[src/hw/rtl/schnorr_proof_verify_defines.svh]
// ----------------------------------------------------------------------------
// schnorr proof verifier assertion macros
// shared concurrent assertion wrappers, clocked on clk_i, reset by rst_ni
// ----------------------------------------------------------------------------
`ifndef SCHNORR_PROOF_VERIFY_DEFINES_SVH
`define SCHNORR_PROOF_VERIFY_DEFINES_SVH

// same-cycle implication
`define SPV_ASSERT_NOW(lbl, ante, cons) \
  lbl: assert property (@(posedge clk_i) disable iff (!rst_ni) (ante) |-> (cons)) \
    else $error("spv assertion failed");

// next-cycle implication
`define SPV_ASSERT_NEXT(lbl, ante, cons) \
  lbl: assert property (@(posedge clk_i) disable iff (!rst_ni) (ante) |=> (cons)) \
    else $error("spv assertion failed");

`endif

[src/hw/rtl/spv_pkg.sv]
// ----------------------------------------------------------------------------
// spv_pkg
// shared types, codes and sha-256 helpers of the schnorr proof verifier
// ----------------------------------------------------------------------------
package spv_pkg;

  localparam int unsigned WordW   = 64;
  localparam int unsigned CfgIdxW = 64;

  // register indexes
  localparam logic [CfgIdxW-1:0] RegModulus   = 64'd0;
  localparam logic [CfgIdxW-1:0] RegGenerator = 64'd1;
  localparam logic [CfgIdxW-1:0] RegPublicKey = 64'd2;

  localparam logic [WordW-1:0] ModulusReset   = 64'd5;
  localparam logic [WordW-1:0] GeneratorReset = 64'd2;
  localparam logic [WordW-1:0] PublicKeyReset = 64'd1;

  // reject reasons
  localparam logic [2:0] ReasonOk       = 3'd0;
  localparam logic [2:0] ReasonARange   = 3'd1;
  localparam logic [2:0] ReasonZRange   = 3'd2;
  localparam logic [2:0] ReasonMismatch = 3'd3;
  localparam logic [2:0] ReasonEquation = 3'd4;

  // reduction targets
  localparam logic [1:0] RedHash = 2'd0;
  localparam logic [1:0] RedGen  = 2'd1;
  localparam logic [1:0] RedKey  = 2'd2;

  // multiply selects
  localparam logic [1:0] MulRb = 2'd0; // r = r * b
  localparam logic [1:0] MulBb = 2'd1; // b = b * b
  localparam logic [1:0] MulAr = 2'd2; // r = A * r

  // power base select
  localparam logic PowGen = 1'b0;
  localparam logic PowKey = 1'b1;

  localparam logic [31:0] ShaInit0 = 32'h6a09e667;
  localparam logic [31:0] ShaInit1 = 32'hbb67ae85;
  localparam logic [31:0] ShaInit2 = 32'h3c6ef372;
  localparam logic [31:0] ShaInit3 = 32'ha54ff53a;
  localparam logic [31:0] ShaInit4 = 32'h510e527f;
  localparam logic [31:0] ShaInit5 = 32'h9b05688c;
  localparam logic [31:0] ShaInit6 = 32'h1f83d9ab;
  localparam logic [31:0] ShaInit7 = 32'h5be0cd19;

  typedef struct packed {
    logic       load;
    logic       sha_start;
    logic       red_start;
    logic [1:0] red_sel;
    logic       mul_start;
    logic [1:0] mul_sel;
    logic       pow_init;
    logic       pow_sel;
    logic       exp_shift;
    logic       save_left;
  } cmd_t;

  typedef struct packed {
    logic a_bad;
    logic z_bad;
    logic sha_done;
    logic red_done;
    logic mul_done;
    logic hash_ok;
    logic exp_lsb;
    logic eq_ok;
  } sts_t;

  function automatic logic [31:0] bswap32(input logic [31:0] v);
    bswap32 = {v[7:0], v[15:8], v[23:16], v[31:24]};
  endfunction

  function automatic logic [31:0] rotr(input logic [31:0] v, input int unsigned n);
    rotr = (v >> n) | (v << (32 - n));
  endfunction

  function automatic logic [31:0] sha_k(input logic [5:0] i);
    logic [31:0] k;
    case (i)
      6'd0:  k = 32'h428a2f98; 6'd1:  k = 32'h71374491; 6'd2:  k = 32'hb5c0fbcf;
      6'd3:  k = 32'he9b5dba5; 6'd4:  k = 32'h3956c25b; 6'd5:  k = 32'h59f111f1;
      6'd6:  k = 32'h923f82a4; 6'd7:  k = 32'hab1c5ed5; 6'd8:  k = 32'hd807aa98;
      6'd9:  k = 32'h12835b01; 6'd10: k = 32'h243185be; 6'd11: k = 32'h550c7dc3;
      6'd12: k = 32'h72be5d74; 6'd13: k = 32'h80deb1fe; 6'd14: k = 32'h9bdc06a7;
      6'd15: k = 32'hc19bf174; 6'd16: k = 32'he49b69c1; 6'd17: k = 32'hefbe4786;
      6'd18: k = 32'h0fc19dc6; 6'd19: k = 32'h240ca1cc; 6'd20: k = 32'h2de92c6f;
      6'd21: k = 32'h4a7484aa; 6'd22: k = 32'h5cb0a9dc; 6'd23: k = 32'h76f988da;
      6'd24: k = 32'h983e5152; 6'd25: k = 32'ha831c66d; 6'd26: k = 32'hb00327c8;
      6'd27: k = 32'hbf597fc7; 6'd28: k = 32'hc6e00bf3; 6'd29: k = 32'hd5a79147;
      6'd30: k = 32'h06ca6351; 6'd31: k = 32'h14292967; 6'd32: k = 32'h27b70a85;
      6'd33: k = 32'h2e1b2138; 6'd34: k = 32'h4d2c6dfc; 6'd35: k = 32'h53380d13;
      6'd36: k = 32'h650a7354; 6'd37: k = 32'h766a0abb; 6'd38: k = 32'h81c2c92e;
      6'd39: k = 32'h92722c85; 6'd40: k = 32'ha2bfe8a1; 6'd41: k = 32'ha81a664b;
      6'd42: k = 32'hc24b8b70; 6'd43: k = 32'hc76c51a3; 6'd44: k = 32'hd192e819;
      6'd45: k = 32'hd6990624; 6'd46: k = 32'hf40e3585; 6'd47: k = 32'h106aa070;
      6'd48: k = 32'h19a4c116; 6'd49: k = 32'h1e376c08; 6'd50: k = 32'h2748774c;
      6'd51: k = 32'h34b0bcb5; 6'd52: k = 32'h391c0cb3; 6'd53: k = 32'h4ed8aa4a;
      6'd54: k = 32'h5b9cca4f; 6'd55: k = 32'h682e6ff3; 6'd56: k = 32'h748f82ee;
      6'd57: k = 32'h78a5636f; 6'd58: k = 32'h84c87814; 6'd59: k = 32'h8cc70208;
      6'd60: k = 32'h90befffa; 6'd61: k = 32'ha4506ceb; 6'd62: k = 32'hbef9a3f7;
      default: k = 32'hc67178f2;
    endcase
    sha_k = k;
  endfunction

endpackage

[src/hw/rtl/spv_ctrl.sv]
// ----------------------------------------------------------------------------
// spv_ctrl
// verification sequencer and result register
// ----------------------------------------------------------------------------
module spv_ctrl (
  input  logic          clk_i,
  input  logic          rst_ni,
  input  logic          in_valid_i,
  output logic          in_ready_o,
  output logic          out_valid_o,
  input  logic          out_ready_i,
  output logic [2:0]    out_reason_o,
  output spv_pkg::cmd_t cmd_o,
  input  spv_pkg::sts_t sts_i
);

  `include "schnorr_proof_verify_defines.svh"

  localparam logic [3:0] SIdle  = 4'd0;
  localparam logic [3:0] SCheck = 4'd1;
  localparam logic [3:0] SSha   = 4'd2;
  localparam logic [3:0] SHred  = 4'd3;
  localparam logic [3:0] SHcmp  = 4'd4;
  localparam logic [3:0] SGred  = 4'd5;
  localparam logic [3:0] SXred  = 4'd6;
  localparam logic [3:0] SPbit  = 4'd7;
  localparam logic [3:0] SPmul  = 4'd8;
  localparam logic [3:0] SPsq   = 4'd9;
  localparam logic [3:0] SFmul  = 4'd10;
  localparam logic [3:0] SFin   = 4'd11;

  logic [3:0] state_q, state_d;
  logic [2:0] reason_q, reason_d;
  logic [5:0] bit_q, bit_d;
  logic       second_q, second_d;
  logic       out_valid_q;
  logic [2:0] out_reason_q;
  logic       out_free;

  assign out_free   = !out_valid_q || out_ready_i;
  assign in_ready_o = (state_q == SIdle);

  // next state and datapath commands
  always_comb begin
    state_d  = state_q;
    reason_d = reason_q;
    bit_d    = bit_q;
    second_d = second_q;
    cmd_o    = '0;
    case (state_q)
      SIdle: begin
        if (in_valid_i) begin
          cmd_o.load = 1'b1;
          state_d    = SCheck;
        end
      end
      SCheck: begin
        if (sts_i.a_bad) begin
          reason_d = spv_pkg::ReasonARange;
          state_d  = SFin;
        end else if (sts_i.z_bad) begin
          reason_d = spv_pkg::ReasonZRange;
          state_d  = SFin;
        end else begin
          cmd_o.sha_start = 1'b1;
          state_d         = SSha;
        end
      end
      SSha: begin
        if (sts_i.sha_done) begin
          cmd_o.red_start = 1'b1;
          cmd_o.red_sel   = spv_pkg::RedHash;
          state_d         = SHred;
        end
      end
      SHred: begin
        if (sts_i.red_done) state_d = SHcmp;
      end
      SHcmp: begin
        if (!sts_i.hash_ok) begin
          reason_d = spv_pkg::ReasonMismatch;
          state_d  = SFin;
        end else begin
          cmd_o.red_start = 1'b1;
          cmd_o.red_sel   = spv_pkg::RedGen;
          state_d         = SGred;
        end
      end
      SGred: begin
        if (sts_i.red_done) begin
          cmd_o.red_start = 1'b1;
          cmd_o.red_sel   = spv_pkg::RedKey;
          state_d         = SXred;
        end
      end
      SXred: begin
        if (sts_i.red_done) begin
          cmd_o.pow_init = 1'b1;
          cmd_o.pow_sel  = spv_pkg::PowGen;
          bit_d          = '0;
          second_d       = 1'b0;
          state_d        = SPbit;
        end
      end
      SPbit: begin
        cmd_o.mul_start = 1'b1;
        if (sts_i.exp_lsb) begin
          cmd_o.mul_sel = spv_pkg::MulRb;
          state_d       = SPmul;
        end else begin
          cmd_o.mul_sel = spv_pkg::MulBb;
          state_d       = SPsq;
        end
      end
      SPmul: begin
        if (sts_i.mul_done) begin
          cmd_o.mul_start = 1'b1;
          cmd_o.mul_sel   = spv_pkg::MulBb;
          state_d         = SPsq;
        end
      end
      SPsq: begin
        if (sts_i.mul_done) begin
          if (bit_q != 6'd63) begin
            cmd_o.exp_shift = 1'b1;
            bit_d           = bit_q + 6'd1;
            state_d         = SPbit;
          end else if (!second_q) begin
            cmd_o.save_left = 1'b1;
            cmd_o.pow_init  = 1'b1;
            cmd_o.pow_sel   = spv_pkg::PowKey;
            bit_d           = '0;
            second_d        = 1'b1;
            state_d         = SPbit;
          end else begin
            cmd_o.mul_start = 1'b1;
            cmd_o.mul_sel   = spv_pkg::MulAr;
            state_d         = SFmul;
          end
        end
      end
      SFmul: begin
        if (sts_i.mul_done) begin
          reason_d = sts_i.eq_ok ? spv_pkg::ReasonOk : spv_pkg::ReasonEquation;
          state_d  = SFin;
        end
      end
      SFin: begin
        if (out_free) state_d = SIdle;
      end
      default: state_d = SIdle;
    endcase
  end

  // state registers
  always_ff @(posedge clk_i or negedge rst_ni) begin
    if (!rst_ni) begin
      state_q  <= SIdle;
      reason_q <= spv_pkg::ReasonOk;
      bit_q    <= '0;
      second_q <= 1'b0;
    end else begin
      state_q  <= state_d;
      reason_q <= reason_d;
      bit_q    <= bit_d;
      second_q <= second_d;
    end
  end

  // result register
  always_ff @(posedge clk_i or negedge rst_ni) begin
    if (!rst_ni) begin
      out_valid_q  <= 1'b0;
      out_reason_q <= spv_pkg::ReasonOk;
    end else if ((state_q == SFin) && out_free) begin
      out_valid_q  <= 1'b1;
      out_reason_q <= reason_q;
    end else if (out_ready_i) begin
      out_valid_q <= 1'b0;
    end
  end

  assign out_valid_o  = out_valid_q;
  assign out_reason_o = out_reason_q;

  // a finished item always lands in the result register
  `SPV_ASSERT_NEXT(a_fin_lands, (state_q == SFin) && out_free, (state_q == SIdle) && out_valid_q)
  // a commitment out of range goes straight to the verdict
  `SPV_ASSERT_NEXT(a_range_fast, (state_q == SCheck) && sts_i.a_bad, (state_q == SFin) && (reason_q == spv_pkg::ReasonARange))
  // multiplies are only launched while exponentiating
  `SPV_ASSERT_NEXT(a_mul_state, cmd_o.mul_start, (state_q == SPmul) || (state_q == SPsq) || (state_q == SFmul))

endmodule

[config.mk]
export PLATFORM = sky130hd
export DESIGN_NAME = spv_ctrl
export DESIGN_NICKNAME = d
export VERILOG_FILES = /design/src/hw/rtl/spv_pkg.sv /design/src/hw/rtl/spv_ctrl.sv
export VERILOG_INCLUDE_DIRS = /design/src /design/src/hw/rtl
export SDC_FILE = /design/constraint.sdc
export NUM_CORES = 1
export LEC_CHECK = 0
export BUFFER_PORTS_ARGS = -buffer_cell sky130_fd_sc_hd__buf_2
export CORE_MARGIN = 1.5
export CORE_UTILIZATION = 35
export CTS_BUF_LIST = sky130_fd_sc_hd__clkbuf_16
export DETAILED_ROUTE_END_ITERATION = 10
export MAX_ROUTING_LAYER = met4
export REMOVE_ABC_BUFFERS = 1
export SKIP_CTS_REPAIR_TIMING = 1
export SLEW_MARGIN = 20
export SYNTH_ARGS = -nofsm -noshare
export SYNTH_HDL_FRONTEND = slang
export SYNTH_SLANG_ARGS = --single-unit
[constraint.sdc]
create_clock -name clk_i -period 5.1 [get_ports clk_i]
set_input_delay 0.765 -clock clk_i [delete_from_list [all_inputs] [get_ports clk_i]]
set_output_delay 0.765 -clock clk_i [all_outputs]
set_load 0.03 [all_outputs]
Word level (Yosys, flattened, before mapping) --
Index checks and enable logic that the tools add are counted.
Cells by class: reductions and logical operators 11, muxes and demuxes 55, eq/ne operators 25, add/sub/neg operators 1
Operators with widths (number):
- two-way mux 4 bit | 14
- case mux 4 bit (12 select lines) | 1
- two-way mux 3 bit | 10
- case mux 3 bit (3 select lines) | 3
- two-way mux 6 bit | 4
- != test 2 bit (second input constant) | 11
- equality test 4 x 3 -> 1 bit (second input constant) | 4
- equality test 4 bit (second input constant) | 4
- two-way mux 1 bit | 15
- case mux 6 bit (2 select lines) | 1
- AND reduction 4 bit | 3
- AND reduction 9 bit | 1
- equality test 4 x 2 -> 1 bit (second input constant) | 2
- two-way mux 7 bit | 1
- adder 6 x 1 -> 6 bit (second input constant) | 1
- two-way mux 2 bit | 3
- != test 3 bit (second input constant) | 2
- != test 6 bit (second input constant) | 1
- two-way mux 5 bit | 1
- equality test 4 x 1 -> 1 bit (second input constant) | 1
- zero test 4 bit | 1
- case mux 2 bit (2 select lines) | 1
- nonzero test 2 bit | 2
- nonzero test 3 bit | 1
- other kinds (4) | 4
Word-level totals: input port bits 12, word-level logic and storage cells 98, flip-flop bits (word level) 18, output and inout bits 17

Longest topological paths before layout --
word-level depth 4, gate-level depth with buffers 7

Least setup slack after synthesis --
No wires, ideal clock.
path kind register to output, start point reg state_q[1], end point out cmd_o[11] in the netlist's numbering, buffers on the path 2, required time 4.335 ns, setup slack 2.157 ns, stages on the path, launching flop included 5, arrival 2.178 ns, cells stage by stage dfrtp_1 -> buf_6 -> clkbuf_1 -> nor4_1 -> and2_1
RTL lines:
- start, declared | line spv_ctrl.sv:32 | logic [3:0] state_q, state_d;
- start signal, assigned | line spv_ctrl.sv:158 | state_q <= SIdle;
- start signal, assigned | line spv_ctrl.sv:163 | state_q <= state_d;
- end, declared | line spv_ctrl.sv:13 | output spv_pkg::cmd_t cmd_o,

==> impl_metrics.env <==
export IMPL_top_usage_layer="met2"
export IMPL_worstPathRequired_ns=4.34
export IMPL_setup_tns_ns=0
export IMPL_postSynth_asyncResetShare_pct=100
export IMPL_synth_area_per_cell_um2=9.10
export IMPL_num_antenna_cells=0
export IMPL_outcome="finished clean"
export IMPL_yosys_warnings=0
export IMPL_maxCapViolCount=0
export IMPL_io_buffer_count=28
export IMPL_period_needed_ns=2.94
export IMPL_min_delay_path_class="in2async"
export IMPL_postSynthRegisterBits=18
export IMPL_avgRoutedWirePerCell_um=13.7
export IMPL_r2r_cells=4
export IMPL_globalRouteMet1Util_pct=21.4
export IMPL_grtUsageMet3_pct=3.42
export IMPL_final_util_pct=43.1
export IMPL_flow_area_growth_from_synthesis_pct=17.3
export IMPL_wirelength_um=3040
export IMPL_synth_most_common_cell="dfrtp_1"
export IMPL_initial_antenna_violation_count=0
export IMPL_tritoncts_num_buffers=3
export IMPL_hold_viol=0
export IMPL_clk_root_buffer_cell="clkbuf_16"
export IMPL_vdd_drop_max_v=0.000454
export IMPL_netlist_top_cells_area="dfrtp_1, mux2_2, nand2_1"
export IMPL_timing_final_setup_violations=0
export IMPL_synth_top_area_cell="dfrtp_1"
export IMPL_reg2reg_setup_slack_ns=2.98
export IMPL_drt_iter0_drc=46
export IMPL_synth_distinct_cells=53
export IMPL_power_per_cell_area_nw_per_um2=533
export IMPL_synth_area_um2=1360
export IMPL_first_pass_grt_wire_length_um=5230
export IMPL_netlist_top_cells_count="dfrtp_1, nand2_1, nor2_1, o21ai_0"
export IMPL_synth_enable_flop_cells=0
export IMPL_die_height_um=65.3
export IMPL_core_area_um2=3690
export IMPL_cts_tree="built"
export IMPL_first_global_vias=1141
export IMPL_number_of_h_tree_levels=1
export IMPL_max_clock_path_buffers=2
export IMPL_cellLeakagePower_uw=0.000746
export IMPL_netlist_area_leader_share_pct=33.2
export IMPL_relSlewSlack_pct=48.5
export IMPL_crit_path_max_fanout=25
export IMPL_reg2reg_from="state_q[1]"
export IMPL_cp_data_arrival_time_ns=2.18
export IMPL_drt_antenna_violating_nets=0
export IMPL_skew_ns=0.000842
export IMPL_postLayoutSetupSlackWorst_ns=2.16
export IMPL_crit_path_launch_type="flop"
export IMPL_layout_filler_cells=392
export IMPL_grt_overflow=0
export IMPL_place_detailed_hpwl_um=2360
export IMPL_place_gp_congestion=0.876
export IMPL_cp_end_kind="output pin"
export IMPL_synth_yosys_seq_area_share_pct=33.2
export IMPL_detail_route_vias_per_cell=5.49
export IMPL_drc=0
export IMPL_regToRegEndpoint="state_q[2]"
export IMPL_fin_nets=188
export IMPL_drt_first_pass_iters=4
export IMPL_cts_sinks=18
export IMPL_final_cycle_share_pct=57.7
export IMPL_worst_skew_pair_late_latency_ns=0.25
export IMPL_floorplan_die_area_um2=4260
export IMPL_track_usage_pct=15.9
export IMPL_worst_setup_path_type="reg2out"
export IMPL_cts_clk_slew_worst_paths_ns=0.05
export IMPL_fraction_of_layout_cells_with_a_size_suffix_above_1_pct=29.3
export IMPL_maximum_number_of_pins_on_one_net_before_global_route_repair=26
export IMPL_via_count=1218
export IMPL_dominant_register_cell_in_the_synthesized_netlist="dfrtp_1"
export IMPL_worst_slew_pin_slew_ns=0.773
export IMPL_die_width_um=65.3
export IMPL_maxClockFrequency_mhz=340
export IMPL_finalMaxSlewViolations=0
export IMPL_rsz0062_at_grt="false"
export IMPL_dp_slack_ns=2.43
export IMPL_groute_layer_met2_usage_pct=24.4
export IMPL_pin_count=29
export IMPL_floorplan_rows=22
export IMPL_floorplan_initialDensity_pct=36.8
export IMPL_syn_inst=149
-- through the flow --
stage	total power (uW)	std cells	instance area [um2]	hold WS (ns)
after floorplan	581	142	1310	0.469
after global placement	688	218	1510	0.493
after detailed placement	692	218	1510	0.498
after CTS	852	222	1590	0.455
after global routing	914	222	1590	0.479
final	847	222	1590	0.446
-- final cells by class --
class                   instances  area [um2]  share of cell area, %
repair buffers                 28         140                   8.81
clock buffers                   3        75.1                   4.72
flip-flops and latches         18         450                   28.3
well taps                      48        60.1                   3.78
clock inverters                 1        3.75                  0.236
multi-input cells             118         838                   52.7
inverters                       6        22.5                   1.42
-- per-layer routing --
layer / routed length (um) / vias up
met1: 1450 / 581
met4: 39 / 0
li1: - / 606
met2: 1450 / 25
met5: 0 / -
met3: 96 / 6
-- flip-flops by register name (all words and copies together) (netlist names) --
| signal | count |
|---|---|
| second_q | 1 |
| reason_q | 3 |
| state_q | 4 |
| out_reason_o | 3 |
| bit_q | 6 |
| out_valid_o | 1 |
-- placed cells by master, fill, tap and decap left out, types with 2 or more instances in the layout --
master / count
buf_2: 28
dfrtp_1: 18
nand2_1: 13
nor2_1: 12
o21ai_0: 7
nand3_1: 6
inv_1: 6
a21oi_1: 6
mux2_2: 6
nor2b_1: 5
nor3_1: 5
a31oi_1: 4
nand2b_1: 3
nand4_1: 3
or4b_1: 3
o211ai_1: 3
clkbuf_16: 3
nor4_1: 2
and3_1: 2
o31ai_1: 2
and2_1: 2
mux2i_1: 2
a211oi_1: 2
nor2_2: 2
xnor2_1: 2
-- critical path: stages, from the launching register on --
cell and delay [ns]:
dfrtp_1 0.84, and4bb_4 0.36, nand2_2 0.15, nor3_1 0.19
nand2b_1 0.18, buf_2 0.22
-- power by group --
part	internal, uW	total (uW)	switching (uW)
Sequential	191	296	105
Clock	104	155	50.8
Combinational	174	397	223
Total	469	847	378
-- logic make-up after synthesis --
family                   synth area share [%]
AND/OR/NAND/NOR                          32.1
AO/OA/AOI/OAI                            19.3
flip-flops                               33.2
buffers and inverters                    4.98
multiplexers                             7.56
XOR/XNOR                                 1.94
adder cells (fa/ha/maj)                 0.922
-- worst max-delay path by stage --
stage	cells after the start	slack [ns]	to	start
floorplan	4	2.04	cmd_o[3]	state_q[0]
global placement	5	2.47	cmd_o[3]	state_q[0]
detailed placement	5	2.43	cmd_o[3]	state_q[0]
CTS	5	2.16	cmd_o[3]	state_q[0]
global route	5	1.96	cmd_o[3]	state_q[0]
finish	5	2.16	cmd_o[3]	state_q[0]
Power figures use the tool's default switching activity.
